<file path="src/rtl/framebuffer_line_rect_fill_top_macros.svh">
// Assertion helpers used by fbrf_back. Clock aclk, reset aresetn (active low).
`ifndef FRAMEBUFFER_LINE_RECT_FILL_TOP_MACROS_SVH
`define FRAMEBUFFER_LINE_RECT_FILL_TOP_MACROS_SVH

// same-cycle implication
`define FBRF_IMPLIES(lbl, ante, cons, msg) \
    lbl: assert property (@(posedge aclk) disable iff (!aresetn) (ante) |-> (cons)) \
        else $error(msg);

// next-cycle implication
`define FBRF_NEXT(lbl, ante, cons, msg) \
    lbl: assert property (@(posedge aclk) disable iff (!aresetn) (ante) |=> (cons)) \
        else $error(msg);

`endif

</file>
<file path="src/rtl/fbrf_pkg.sv">
package fbrf_pkg;

    localparam int MAX_PIXELS  = 131072;
    localparam int ADDR_W      = $clog2(MAX_PIXELS);
    localparam int LIM_W       = $clog2(MAX_PIXELS + 1);

    localparam int DIM_W       = 11;
    localparam int AREA_W      = 2 * DIM_W;
    localparam int COLOR_W     = 8;
    localparam int COORD_W     = 12;
    localparam int PT_W        = COORD_W + 1;
    localparam int LIN_W       = PT_W + DIM_W + 2;

    localparam int ACT_W       = 3;
    localparam int S_DATA_W    = 56;
    localparam int S_USER_W    = 4;
    localparam int M_DATA_W    = 8;
    localparam int CFG_IDX_W   = 2;
    localparam int CFG_DATA_W  = 11;

    localparam int QUEUE_DEPTH = 4;
    localparam int QPTR_W      = $clog2(QUEUE_DEPTH);

    localparam logic [ACT_W-1:0] ACT_POINT   = 3'd0;
    localparam logic [ACT_W-1:0] ACT_HLINE   = 3'd1;
    localparam logic [ACT_W-1:0] ACT_VLINE   = 3'd2;
    localparam logic [ACT_W-1:0] ACT_FILL    = 3'd3;
    localparam logic [ACT_W-1:0] ACT_OUTLINE = 3'd4;
    localparam logic [ACT_W-1:0] ACT_READ    = 3'd5;

    localparam logic [CFG_IDX_W-1:0] CFG_WIDTH      = 2'd0;
    localparam logic [CFG_IDX_W-1:0] CFG_HEIGHT     = 2'd1;
    localparam logic [CFG_IDX_W-1:0] CFG_INIT_COLOR = 2'd2;

    localparam logic [1:0] OP_NONE    = 2'd0;
    localparam logic [1:0] OP_SPAN    = 2'd1;
    localparam logic [1:0] OP_OUTLINE = 2'd2;
    localparam logic [1:0] OP_READ    = 2'd3;

    localparam logic [DIM_W-1:0]   RESET_WIDTH  = 11'd320;
    localparam logic [DIM_W-1:0]   RESET_HEIGHT = 11'd240;
    localparam logic [COLOR_W-1:0] RESET_COLOR  = 8'd0;
    localparam int RESET_AREA  = 320 * 240;
    localparam int RESET_LIMIT = (RESET_AREA < MAX_PIXELS) ? RESET_AREA : MAX_PIXELS;

    // one queued command: a row range y0..y1 over columns x0..x1, or the
    // corners of an outline, or the point of a read
    typedef struct packed {
        logic [1:0]                op;
        logic [COLOR_W-1:0]        color;
        logic signed [PT_W-1:0]    x0;
        logic signed [PT_W-1:0]    x1;
        logic signed [PT_W-1:0]    y0;
        logic signed [PT_W-1:0]    y1;
    } fbrf_cmd_t;

    typedef struct packed {
        logic [DIM_W-1:0] width;
        logic [LIM_W-1:0] limit;
    } fbrf_geom_t;

endpackage

</file>
<file path="src/rtl/fbrf_queue.sv">
module fbrf_queue (
    input  logic                 aclk,
    input  logic                 aresetn,
    input  logic                 push,
    input  fbrf_pkg::fbrf_cmd_t  push_cmd,
    output logic                 full,
    input  logic                 pop,
    output logic                 head_valid,
    output fbrf_pkg::fbrf_cmd_t  head_cmd
);

    fbrf_pkg::fbrf_cmd_t          slot_reg [fbrf_pkg::QUEUE_DEPTH];
    logic [fbrf_pkg::QPTR_W-1:0]  wr_ptr_reg, wr_ptr_next;
    logic [fbrf_pkg::QPTR_W-1:0]  rd_ptr_reg, rd_ptr_next;
    logic [fbrf_pkg::QPTR_W:0]    count_reg,  count_next;
    logic                         do_push, do_pop;

    assign full       = count_reg == (fbrf_pkg::QPTR_W+1)'(fbrf_pkg::QUEUE_DEPTH);
    assign head_valid = count_reg != '0;
    assign head_cmd   = slot_reg[rd_ptr_reg];
    assign do_push    = push && !full;
    assign do_pop     = pop && head_valid;

    always_comb begin
        wr_ptr_next = do_push ? wr_ptr_reg + 1'b1 : wr_ptr_reg;
        rd_ptr_next = do_pop  ? rd_ptr_reg + 1'b1 : rd_ptr_reg;
        count_next  = count_reg;
        if (do_push && !do_pop) begin
            count_next = count_reg + 1'b1;
        end else if (do_pop && !do_push) begin
            count_next = count_reg - 1'b1;
        end
    end

    always_ff @(posedge aclk) begin
        if (do_push) begin
            slot_reg[wr_ptr_reg] <= push_cmd;
        end
    end

    always_ff @(posedge aclk) begin
        if (!aresetn) begin
            wr_ptr_reg <= '0;
            rd_ptr_reg <= '0;
            count_reg  <= '0;
        end else begin
            wr_ptr_reg <= wr_ptr_next;
            rd_ptr_reg <= rd_ptr_next;
            count_reg  <= count_next;
        end
    end

endmodule

</file>
<file path="config.mk">
export PLATFORM = sky130hd
export DESIGN_NAME = fbrf_queue
export DESIGN_NICKNAME = d
export VERILOG_FILES = /design/src/rtl/framebuffer_line_rect_fill_top_macros.svh /design/src/rtl/fbrf_pkg.sv /design/src/rtl/fbrf_queue.sv
export SDC_FILE = /design/constraint.sdc
export NUM_CORES = 1
export LEC_CHECK = 0
export BUFFER_PORTS_ARGS = -buffer_cell sky130_fd_sc_hd__clkbuf_2
export CORE_MARGIN = 2
export CORE_UTILIZATION = 61
export CTS_CLUSTER_DIAMETER = 60
export DETAILED_ROUTE_END_ITERATION = 7
export HOLD_SLACK_MARGIN = 0.1
export MAX_ROUTING_LAYER = met4
export PLACE_DENSITY = 0.85
export SYNTH_ARGS = -nofsm -noshare
export SYNTH_HDL_FRONTEND = slang
export SYNTH_SLANG_ARGS = --single-unit
</file>
<file path="constraint.sdc">
create_clock -name aclk -period 7.8 [get_ports aclk]
set_clock_uncertainty 0.05 [all_clocks]
set_input_delay 0.39 -clock aclk [delete_from_list [all_inputs] [get_ports aclk]]
set_output_delay 0.39 -clock aclk [all_outputs]
set_load 0.1 [all_outputs]
</file>
Word level (Yosys, flattened, before mapping):

Memory sizes are Yosys's and may differ from the RTL's. A register that Yosys moved wholly into a read port is not among the register bits.
Cells that the tools add are included.

* logic and storage cells: 24
* output and inout bits: 64
* bits in latches: 0
* memories: 1
* bits in writable memories: 248
* memory bits (read-only): 0
* input bits: 66
* register bits after elaboration: 7

Memories
* slot_reg: words 4, bits a word 62, rd ports 1, clocked after Yosys merged registers in 1, wr ports 1, RTL line fbrf_queue.sv:12 `fbrf_pkg::fbrf_cmd_t slot_reg [fbrf_pkg::QUEUE_DEPTH];`

* eq/ne operators: 1
* order comparisons: 0
* bitwise logic cells: 0
* multiply operators: 0
* divide/modulo/power cells: 0
* reduce and logical (&&, ||, !) cells: 9
* muxes and demuxes: 6
* add/sub/neg operators: 4
* shifts and indexed selects: 0

Operator list (number)
* two-way mux 3 bit: 2
* adder 2 x 1 -> 2 bit, second input constant: 2
* logical AND 1 bit: 4
* two-way mux 2 bit: 2
* adder 3 x 1 -> 3 bit, second input constant: 1
* equality test 3 bit, second input constant: 1
* logical NOT 1 bit: 3
* nonzero test 3 bit: 1
* subtractor 3 x 1 -> 3 bit, second input constant: 1
* two-way mux 1 bit: 2
* nonzero test 2 bit: 1

Logic depth before layout (Yosys ltp):

Gate-level depths: netlist (run 1).

* depth in word-level cells: 7
* gate-level depth with buffers: 9

Worst setup path after synthesis (run 1):

OpenSTA, ideal clock, no wires.

* path kind: reg-to-reg
* start point: register count_reg[2] (netlist bit)
* end point: memory slot_reg[0][0] (netlist bit) (enable)
* library setup time: 0.537 ns
* arrival time: 2.728 ns
* clock period less this slack: 3.316 ns
* buffers on the path: 1
* data required time: 7.213 ns
* slack: 4.484 ns
* stages on the path, launching flop included: 5
* cells stage by stage: dfxtp_1 -> nor3b_2 -> nor2b_1 -> buf_2 -> and2_1

* cells in the longest elaborated chain, start to end: 5

RTL lines
* from (decl): RTL line fbrf_queue.sv:15 `logic [fbrf_pkg::QPTR_W:0] count_reg, count_next;`
* from (signal assigned): RTL line fbrf_queue.sv:49 `count_reg <= count_next;`
* equality test 3 bit: RTL line fbrf_queue.sv:18 `assign full = count_reg == (fbrf_pkg::QPTR_W+1)'(fbrf_pkg::QUEUE_DEPTH);`
* via full: RTL line fbrf_queue.sv:6 `output logic full,`
* logical NOT 1 bit: RTL line fbrf_queue.sv:21 `assign do_push = push && !full;`
* logical AND 1 bit: RTL line fbrf_queue.sv:21
* via do_push: RTL line fbrf_queue.sv:16 `logic do_push, do_pop;`
* two-way mux 1 bit: RTL line fbrf_queue.sv:36 `if (do_push) begin`
* two-way mux 1 bit (implied by the code): RTL line fbrf_queue.sv:37 `slot_reg[wr_ptr_reg] <= push_cmd;`
* to (decl): RTL line fbrf_queue.sv:12

The timed path passes the listed nets, and every way through them passes these cells.

==> results of run 1 <==
[timing repair]
item / in CTS / in global routing
resized for setup: 0 / 0
hold buffers: 62 / 0
endpoints found under the hold margin: 248 / 0
[metal layers]
layer  vias to the layer above  GRT usage, %
li1                       1990             -
met1                      2310          26.9
met2                       151          35.9
met3                        13          4.03
met4                         0          4.41
met5                         -             -
[layout make-up]
| cell class | instances | area share (%) |
|---|---|---|
| clock inverters | 8 | 1.04 |
| repair buffers | 192 | 10.9 |
| multi-input cells | 96 | 14.5 |
| flip-flops and latches | 257 | 65.5 |
| clock buffers | 37 | 5.92 |
| well taps | 188 | 2.02 |
| inverters | 3 | 0.0966 |
[cell usage after synthesis (all sizes together)]
| master | n | area, um^2 |
|---|---|---|
| nor3b | 1 | 12.5 |
| mux2i | 3 | 30.0 |
| xor2 | 1 | 8.76 |
| edfxtp | 248 | 7450 |
| and2 | 8 | 50.1 |
| buf | 14 | 166 |
| fa | 1 | 20.0 |
| o311ai | 1 | 8.76 |
| o21ai | 1 | 5.00 |
| ha | 5 | 62.6 |
| inv | 3 | 11.3 |
| o31ai | 1 | 12.5 |
| xnor2 | 3 | 26.3 |
| mux4 | 62 | 1400 |
| or3 | 2 | 12.5 |
| a21boi | 1 | 7.51 |
| dfxtp | 9 | 180 |
| nor2b | 2 | 12.5 |
| clkbuf | 2 | 7.51 |
| nand2 | 4 | 15.0 |
[logic make-up (layout without fill, tap and decap cells)]
logic type | count (synthesis) | count (layout) | share of synthesized area [%]
AND/OR/NAND/NOR | 17 | 17 | 1.08
flip-flops | 257 | 257 | 80.3
adder cells (fa/ha/maj) | 6 | 6 | 0.870
AO/OA/AOI/OAI | 4 | 4 | 0.356
multiplexers | 65 | 65 | 15.0
buffers and inverters | 19 | 240 | 1.95
XOR/XNOR | 4 | 4 | 0.369
[worst max-delay path, delay by kind of cell, from the launching register on]
kind	cells	cell delay [ps]
buf+inv	2	1250
flops	1	430
mux	1	650
[through the flow]
step	utilization, %	instances	hold slack (ps)	setup WS, ps	cell area, um^2
after floorplan	-	372	418	4480	9490
after global placement	67.3	674	425	4930	10200
after detailed placement	67.3	674	448	4920	10200
after CTS	76.7	781	172	4390	11700
after global routing	76.7	781	198	4260	11700
final	76.7	781	191	4490	11700
[worst paths after layout]
check | to | slack, ps | depth (start not counted)
hold / removal | wr_ptr_reg[1] | 190 | 3
hold reg to reg | wr_ptr_reg[1] | 450 | 2
setup reg to reg | count_reg[2] | 5200 | 8
setup / recovery | head_cmd[56] | 4490 | 3
==> summary.txt, run 1 <==
Floorplan
  – Die H: between 100 and 150 um
  – Initial Util: 62.4%
  – Core area: 0.0152 mm^2
  – FP Rows: 45
  – Top Ports: 130
  – DIE WIDTH: about 130 um
  – Die area: between 0.015 and 0.02 mm^2

Setup path
  – Arr. time, crit path: 2870 ps
  – Worst Setup End Kind: output pin
  – CP max stage delay: 860 ps
  – CP startpoint kind: flop
  – Crit Path Category: reg -> out
  – Worst EP required: about 7400 ps
  – Cell breakdown of the critical path: buf_4 -> mux4_2 -> clkbuf_2
  – CP max stage cell: buf_4
  – R2R Path Start: count_reg[0]
  – CP max FO: 55

Detailed routing
  – Routed met2 length: 8710 um
  – Uppermost layer routed: met4
  – Initial drt markers: between 200 and 300
  – Total number of vias: approximately 4500
  – Met1 wire length: 6650 um
  – Total wire length: 16500 um
  – Final ANT Viol Nets: 0
  – Routed wl met3: about 940 um
  – DRC Markers: 0
  – Avg WL per Cell: 21.1 um
  – Via density: 5.72
  – Pre-antenna DRT Iters: 4

Global route
  – Largest net degree at the start of global routing: 63
  – Vias in the first global route: a little under 5000
  – First-pass GRT wire length: approximately 26000 um
  – Initial antenna violation count: 0
  – Total Routing Usage GR: about a fifth
  – Grt total ovfl: 0

Timing
  – Final Critical Period: 3310 ps
  – Hold Fails Final Rpt: 0
  – Final Cycle Share: 42.4%
  – Final slew viol count: 0
  – Unrepaired setup endpoints after global routing: no
  – Max Clock Freq: 0.302 GHz
  – # setup viols final: 0
  – Worst rel slew slack: ~27%
  – Final setup TNS: 0 ps
  – Worst-margin pin slew: 1100 ps

Placed design
  – RD Place Congestion: about 0.73
  – HPWL after DPL: between 8000 and 9000 um
  – # port buffers: 129

Final layout
  – Largest register FFs: about 250
  – Most frequent cells in the layout: edfxtp_1 (248), clkbuf_2 (129), mux4_2 (62), dlygate4sd3_1 (62), clkbuf_16 (25)
  – Area of the multi-input gates: 0.00169 mm^2
  – Register area: roughly 0.0076 mm^2
  – Commonest non-fill, non-tap cell in the layout: edfxtp_1
  – Fillers: roughly 820
  – Nets: 647
  – Antenna cells: 0
  – Layout area overhead: 22.8%
  – Layout cells sized above 1: 39.6%

Min path
  – Worst min path class: in -> reg
  – Hold path startpoint: aresetn

Run status
  – Status: finished clean

Logic synthesis
  – Post-Syn Nets: around 440
  – Register area share after synthesis: between 80% and 90%
  – Synth Instances: ~370
  – Flop and latch count out of synthesis: 257
  – Synthesized area: between 0.009 and 0.01 mm^2
  – Unique masters post-synth: 22
  – Synthesized area per cell: ~26 um^2
  – Synth warn: 0

Clocking
  – Post-CTS Setup Bufs: 0
  – TritonCTS buffer count: 25
  – Root Buffer: clkbuf_16
  – Clock Sinks: approximately 260
  – Reg clk slew, reported paths: approximately 60 ps
  – Clock latency on the worst-skew pair: 510 ps
  – CTS tree: yes
  – CTS Buffer Depth: 3
  – H-tree depth reported by CTS: 1

Run
  – Max_cap viols: 0
Power of run 1 is left out: the tool's default activity adds up to more than one toggle a clock period on the data nets, which glitch-free logic cannot reach.
==> run 2: changes to the inputs <==
--- a/config.mk
+++ b/config.mk
@@ -7,12 +7,12 @@
 export LEC_CHECK = 0
 export BUFFER_PORTS_ARGS = -buffer_cell sky130_fd_sc_hd__clkbuf_2
 export CORE_MARGIN = 2
-export CORE_UTILIZATION = 61
+export CORE_UTILIZATION = 57
 export CTS_CLUSTER_DIAMETER = 60
 export DETAILED_ROUTE_END_ITERATION = 7
 export HOLD_SLACK_MARGIN = 0.1
 export MAX_ROUTING_LAYER = met4
-export PLACE_DENSITY = 0.85
+export PLACE_DENSITY = 0.8
 export SYNTH_ARGS = -nofsm -noshare
 export SYNTH_HDL_FRONTEND = slang
 export SYNTH_SLANG_ARGS = --single-unit
==> constraint.sdc (replaced) <==
create_clock -name aclk -period 3.4 [get_ports aclk]
set_clock_uncertainty 0.05 [all_clocks]
set_input_delay 0.17 -clock aclk [delete_from_list [all_inputs] [get_ports aclk]]
set_output_delay 0.17 -clock aclk [all_outputs]
set_load 0.1 [all_outputs]
==> summary.txt, run 2 (same netlist as run 1, synthesis figures left out) <==
Run status
  – Status: finished clean

Floorplan
  – Die area: between 0.015 and 0.02 mm^2
  – DIE WIDTH: 133 um
  – Top Ports: between 100 and 150
  – Initial Util: between 50% and 60%
  – Die H: about 130 um
  – Core area: approximately 0.016 mm^2
  – FP Rows: 47

Detailed routing
  – Avg WL per Cell: approximately 21 um
  – Total wire length: 17500 um
  – Total number of vias: between 4000 and 5000
  – Final ANT Viol Nets: 0
  – DRC Markers: 0
  – Initial drt markers: about 330
  – Pre-antenna DRT Iters: 4
  – Via density: ~5.6

Global route
  – Initial antenna violation count: 0
  – First-pass GRT wire length: about 27000 um
  – Total Routing Usage GR: roughly a fifth
  – Grt total ovfl: 0
  – Largest net degree at the start of global routing: 63
  – Vias in the first global route: roughly 5000

Clocking
  – Reg clk slew, reported paths: about 60 ps
  – Clock latency on the worst-skew pair: slightly above 500 ps
  – CTS Buffer Depth: 3
  – Root Buffer: clkbuf_16
  – H-tree depth reported by CTS: 1
  – Clock Sinks: approximately 260
  – CTS tree: yes
  – CTS resizes: 0
  – TritonCTS buffer count: 26

Setup path
  – Cell breakdown of the critical path: buf_4 -> mux4_2 -> clkbuf_2
  – CP max FO: 22
  – Reg2Reg Depth: 8
  – WP buf/inv: 2
  – Worst Setup End Kind: output pin
  – CP max stage cell: dfxtp_4
  – Worst EP required: 3180 ps
  – Arr. time, crit path: between 2000 and 2500 ps
  – Reg2reg end: count_reg[2]
  – Crit Path Category: reg -> out
  – R2R Path Start: count_reg[0]
  – CP top delay family: buffers and inverters
  – CP startpoint kind: flop
  – Register-to-register setup slack: about 760 ps
  – CP max stage delay: around 630 ps

Timing
  – Worst rel slew slack: approximately 36%
  – Final setup TNS: 0 ps
  – Worst-margin pin slew: 959 ps
  – Max Clock Freq: ~0.37 GHz
  – Final Critical Period: approximately 2700 ps
  – # setup viols final: 0
  – Hold Fails Final Rpt: 0
  – Final Cycle Share: between 70% and 80%
  – Unrepaired setup endpoints after global routing: no
  – Final slew viol count: 0

Power and ir drop
  – Combinational fraction of design power: between 30 and 40%
  – Internal Power: about 0.0064 W
  – Peak supply drop: 0.624 mV
  – Switch share: between 40% and 50%
  – Sw Pwr: approximately 0.0047 W
  – Reg power frac: 36.5%
  – Power density cells: 944 mW/mm^2
  – LEAKAGE: 4.06 nW
  – Clk pwr share: 24.2%

Final layout
  – Antenna cells: 0
  – Nets: around 660
  – Layout area overhead: 24.6%
  – Most frequent cells in the layout: edfxtp_1 (248), clkbuf_2 (129), dlygate4sd3_1 (65)
  – Layout cells sized above 1: about two fifths
  – Design Area, Final: 0.0118 mm^2
  – Commonest non-fill, non-tap cell in the layout: edfxtp_1
  – Largest register FFs: 248

Placed design
  – RD Place Congestion: ~0.76
  – # port buffers: 129
  – HPWL after DPL: approximately 9600 um
  – DP Area: approximately 0.010 mm^2

Min path
  – Worst min path class: in -> reg
  – Min-Delay Endpoint: slot_reg[1][56]
  – Hold path startpoint: push_cmd[56]
  – Worst hold path cell count: 2

Run
  – Max_cap viols: 0
## run 2: cell type report
type,count,area [um^2]
fill,938,4580
sequential,257,7630
clock buffer,35,706
timing repair buffer,200,1400
multi-input combinational,96,1690
clock inverter,12,105
inverter,3,11.3
tap,220,275
## run 2: worst max path at each step
stage / depth (start not counted) / to / slack (ps) / from
after floorplan: 4 / slot_reg[0][0] / 80 / count_reg[2]
after global placement: 8 / count_reg[2] / 1060 / count_reg[0]
after detailed placement: 8 / count_reg[2] / 840 / count_reg[0]
after CTS: 3 / head_cmd[24] / 610 / flop
after global routing: 3 / head_cmd[37] / 530 / flop
final: 3 / head_cmd[37] / 690 / flop
## run 2: metrics by stage
stage	setup slack [ps]	utilization, %	total power [W]	std cells	hold WS, ps
2_1_floorplan	84.2	-	0.00793	372	219
3_3_place_gp	1060	63.2	0.00842	711	332
3_5_place_dp	837	63.2	0.00849	711	340
4_1_cts	614	72.1	0.0113	823	345
5_1_grt	531	72.1	0.0115	823	363
6_report	690	72.1	0.0112	823	365
## run 2: power by group through the flow
stage               Clock [W]  Combinational (W)  Sequential (W)
floorplan                   0            0.00393         0.00399
global placement            0            0.00431         0.00411
detailed placement          0            0.00435         0.00415
CTS                   0.00274            0.00443         0.00409
global route          0.00286            0.00452         0.00412
finish                0.00270            0.00439         0.00407
## run 2: what timing repair did
action / in CTS / in global routing
hold buffers: 65 / 0
setup buffers: 0 / 0
endpoints found under the hold margin: 257 / 0
## run 2: layer usage
| metal | global-route usage, % | vias up | routed length [um] |
|---|---|---|---|
| li1 | - | 2010 | - |
| met1 | 27.5 | 2406 | 7340 |
| met2 | 34.3 | 155 | 8870 |
| met3 | 3.87 | 35 | 906 |
| met4 | 5.08 | 0 | 383 |
| met5 | - | - | 0 |
No activity file was read; power rests on OpenSTA's default activity.
==> run 3: changes to the inputs <==
--- a/config.mk
+++ b/config.mk
@@ -7,12 +7,12 @@
 export LEC_CHECK = 0
 export BUFFER_PORTS_ARGS = -buffer_cell sky130_fd_sc_hd__clkbuf_2
 export CORE_MARGIN = 2
-export CORE_UTILIZATION = 57
+export CORE_UTILIZATION = 51
 export CTS_CLUSTER_DIAMETER = 60
 export DETAILED_ROUTE_END_ITERATION = 7
 export HOLD_SLACK_MARGIN = 0.1
 export MAX_ROUTING_LAYER = met4
-export PLACE_DENSITY = 0.8
+export PLACE_DENSITY = 0.76
 export SYNTH_ARGS = -nofsm -noshare
 export SYNTH_HDL_FRONTEND = slang
 export SYNTH_SLANG_ARGS = --single-unit
==> constraint.sdc (replaced) <==
create_clock -name aclk -period 2.2 [get_ports aclk]
set_clock_uncertainty 0.05 [all_clocks]
set_input_delay 0.11 -clock aclk [delete_from_list [all_inputs] [get_ports aclk]]
set_output_delay 0.11 -clock aclk [all_outputs]
set_load 0.1 [all_outputs]
==> summary.txt, run 3 (same netlist as run 1, synthesis figures left out) <==
Run status
  – Status: finished clean

Min path
  – Worst hold path cell count: 4
  – Min-Delay Endpoint: wr_ptr_reg[0]
  – Worst min path class: in -> reg
  – Hold path startpoint: push

Timing
  – # setup viols final: 0
  – Final Cycle Share: approximately 96%
  – Worst-margin pin slew: roughly 540 ps
  – Final Critical Period: between 2000 and 2500 ps
  – Final WS setup: slightly above 80 ps
  – Worst rel slew slack: between 60% and 70%
  – Max Clock Freq: 0.472 GHz
  – Final slew viol count: 0
  – Hold Slack: 135 ps
  – Unrepaired setup endpoints after global routing: no
  – Hold Fails Final Rpt: 0

Detailed routing
  – Avg WL per Cell: about 21 um
  – Pre-antenna DRT Iters: 4
  – Final ANT Viol Nets: 0
  – Routed met2 length: 9810 um
  – Routed wl met3: between 700 and 800 um
  – Via density: approximately 5.4
  – Met1 wire length: around 6700 um
  – Initial drt markers: 271
  – DRC Markers: 0
  – Total number of vias: around 4600
  – Uppermost layer routed: met4
  – Total wire length: approximately 18000 um

Global route
  – Vias in the first global route: approximately 5000
  – Total Routing Usage GR: around a fifth
  – Initial antenna violation count: 1
  – Largest net degree at the start of global routing: 31
  – First-pass GRT wire length: roughly 27000 um
  – Grt total ovfl: 0

Setup path
  – CP max FO: 30
  – Reg2Reg Depth: 8
  – Worst path most repeated cell: buf_12
  – Crit Path Category: reg -> out
  – Arr. time, crit path: ~2000 ps
  – Register-to-register setup slack: between 100 and 150 ps
  – CP startpoint kind: flop
  – Worst Setup End Kind: output pin
  – CP top delay family: flip-flops
  – Cell breakdown of the critical path: buf_12 -> mux4_2 -> buf_12
  – Reg2reg end: count_reg[2]
  – WP buf/inv: 2
  – R2R Path Start: count_reg[2]
  – Worst EP required: slightly above 2000 ps
  – Crit. path cell count: 3
  – CP max stage delay: between 500 and 600 ps
  – CP max stage cell: dfxtp_4

Placed design
  – Post-Place Setup Slack: 53.5 ps
  – RD Place Congestion: approximately 0.76
  – HPWL after DPL: about 11000 um
  – # port buffers: about 130

Clocking
  – TritonCTS buffer count: 26
  – Clock latency on the worst-skew pair: around 500 ps
  – H-tree depth reported by CTS: 1
  – Root Buffer: clkbuf_16
  – CTS tree: yes
  – Reg clk slew, reported paths: approximately 60 ps
  – Clock Sinks: between 200 and 300
  – CTS Buffer Depth: 3

Final layout
  – Fillers: just over 1000
  – Layout cells sized above 1: a little over two fifths
  – Nets: ~670
  – Commonest non-fill, non-tap cell in the layout: edfxtp_1
  – Final core utilization: between 70% and 80%
  – Most frequent cells in the layout: edfxtp_1 (248), buf_12 (75), clkbuf_2 (67)
  – Layout area overhead: 36.6%
  – Largest register FFs: approximately 250

Floorplan
  – Core area: between 0.015 and 0.02 mm^2
  – Top Ports: 130
  – DIE WIDTH: about 140 um
  – Die H: between 100 and 150 um
  – FP Rows: a little under 50
  – Initial Util: 52.5%
  – Die area: roughly 0.020 mm^2

Run
  – Max_cap viols: 0

Power and ir drop
  – LEAKAGE: ~4.5 nW
  – Peak supply drop: ~1.1 mV
  – Power density cells: ~1500 mW/mm^2
==> run 3: cell count changes in the layout (fill, tap and decap cells not counted), moves of 2 or more <==
cell / delta
buf_4: +4
buf_12: +70
dfxtp_2: +2
clkinv_1: -2
clkbuf_2: -62
clkinv_2: +2
clkbuf_1: -3
dfxtp_1: -3
==> run 3: routing by layer <==
layer / vias up / GRT usage, %
met1: 2341 / 22.8
met4: 0 / 5.90
met5: - / -
met2: 135 / 33.4
met3: 38 / 2.70
li1: 2038 / -
==> run 3: layout make-up <==
cell class	instances	area (um^2)	share of cell area [%]
timing repair buffer	212	2520	19.5
clock buffer	32	694	5.35
tap	229	287	2.21
antenna	1	2.50	0.0193
clock inverter	12	85.1	0.656
sequential	257	7640	58.9
multi-input combinational	96	1720	13.3
inverter	3	11.3	0.0868
==> run 3: what timing repair did <==
| action | CTS | global route |
|---|---|---|
| hold endpoints to repair | 257 | 0 |
| hold buffers | 65 | 0 |
| endpoints found under the setup margin | 50 | 1 |
| gates resized for setup | 0 | 2 |
| setup buffers | 3 | 0 |
==> run 3: stage by stage <==
stage	std cells	TNS, ps	cell area [um^2]	total power (W)
after floorplan	372	-72550	9530	0.0123
after global placement	729	0	11500	0.0152
after detailed placement	729	0	11500	0.0153
after CTS	841	0	13000	0.0195
after global routing	842	0	13000	0.0199
final	842	0	13000	0.0193
==> run 3: power by group <==
part	leakage (nW)	switching, W	internal, W
Sequential	2.35	0.000241	0.00596
Clock	0.379	0.00165	0.00234
Combinational	1.74	0.00571	0.00342
==> run 3: worst max-delay path by stage <==
stage                   endpoint
finish              head_cmd[14]
global route        head_cmd[14]
CTS                 head_cmd[14]
detailed placement  count_reg[2]
global placement    count_reg[2]
floorplan           count_reg[2]
==> run 3: tightest hold or removal path, stage by stage <==
cell      delay, ps
clkbuf_2         80
nor2b_2         170
buf_4           160
mux2i_1         110
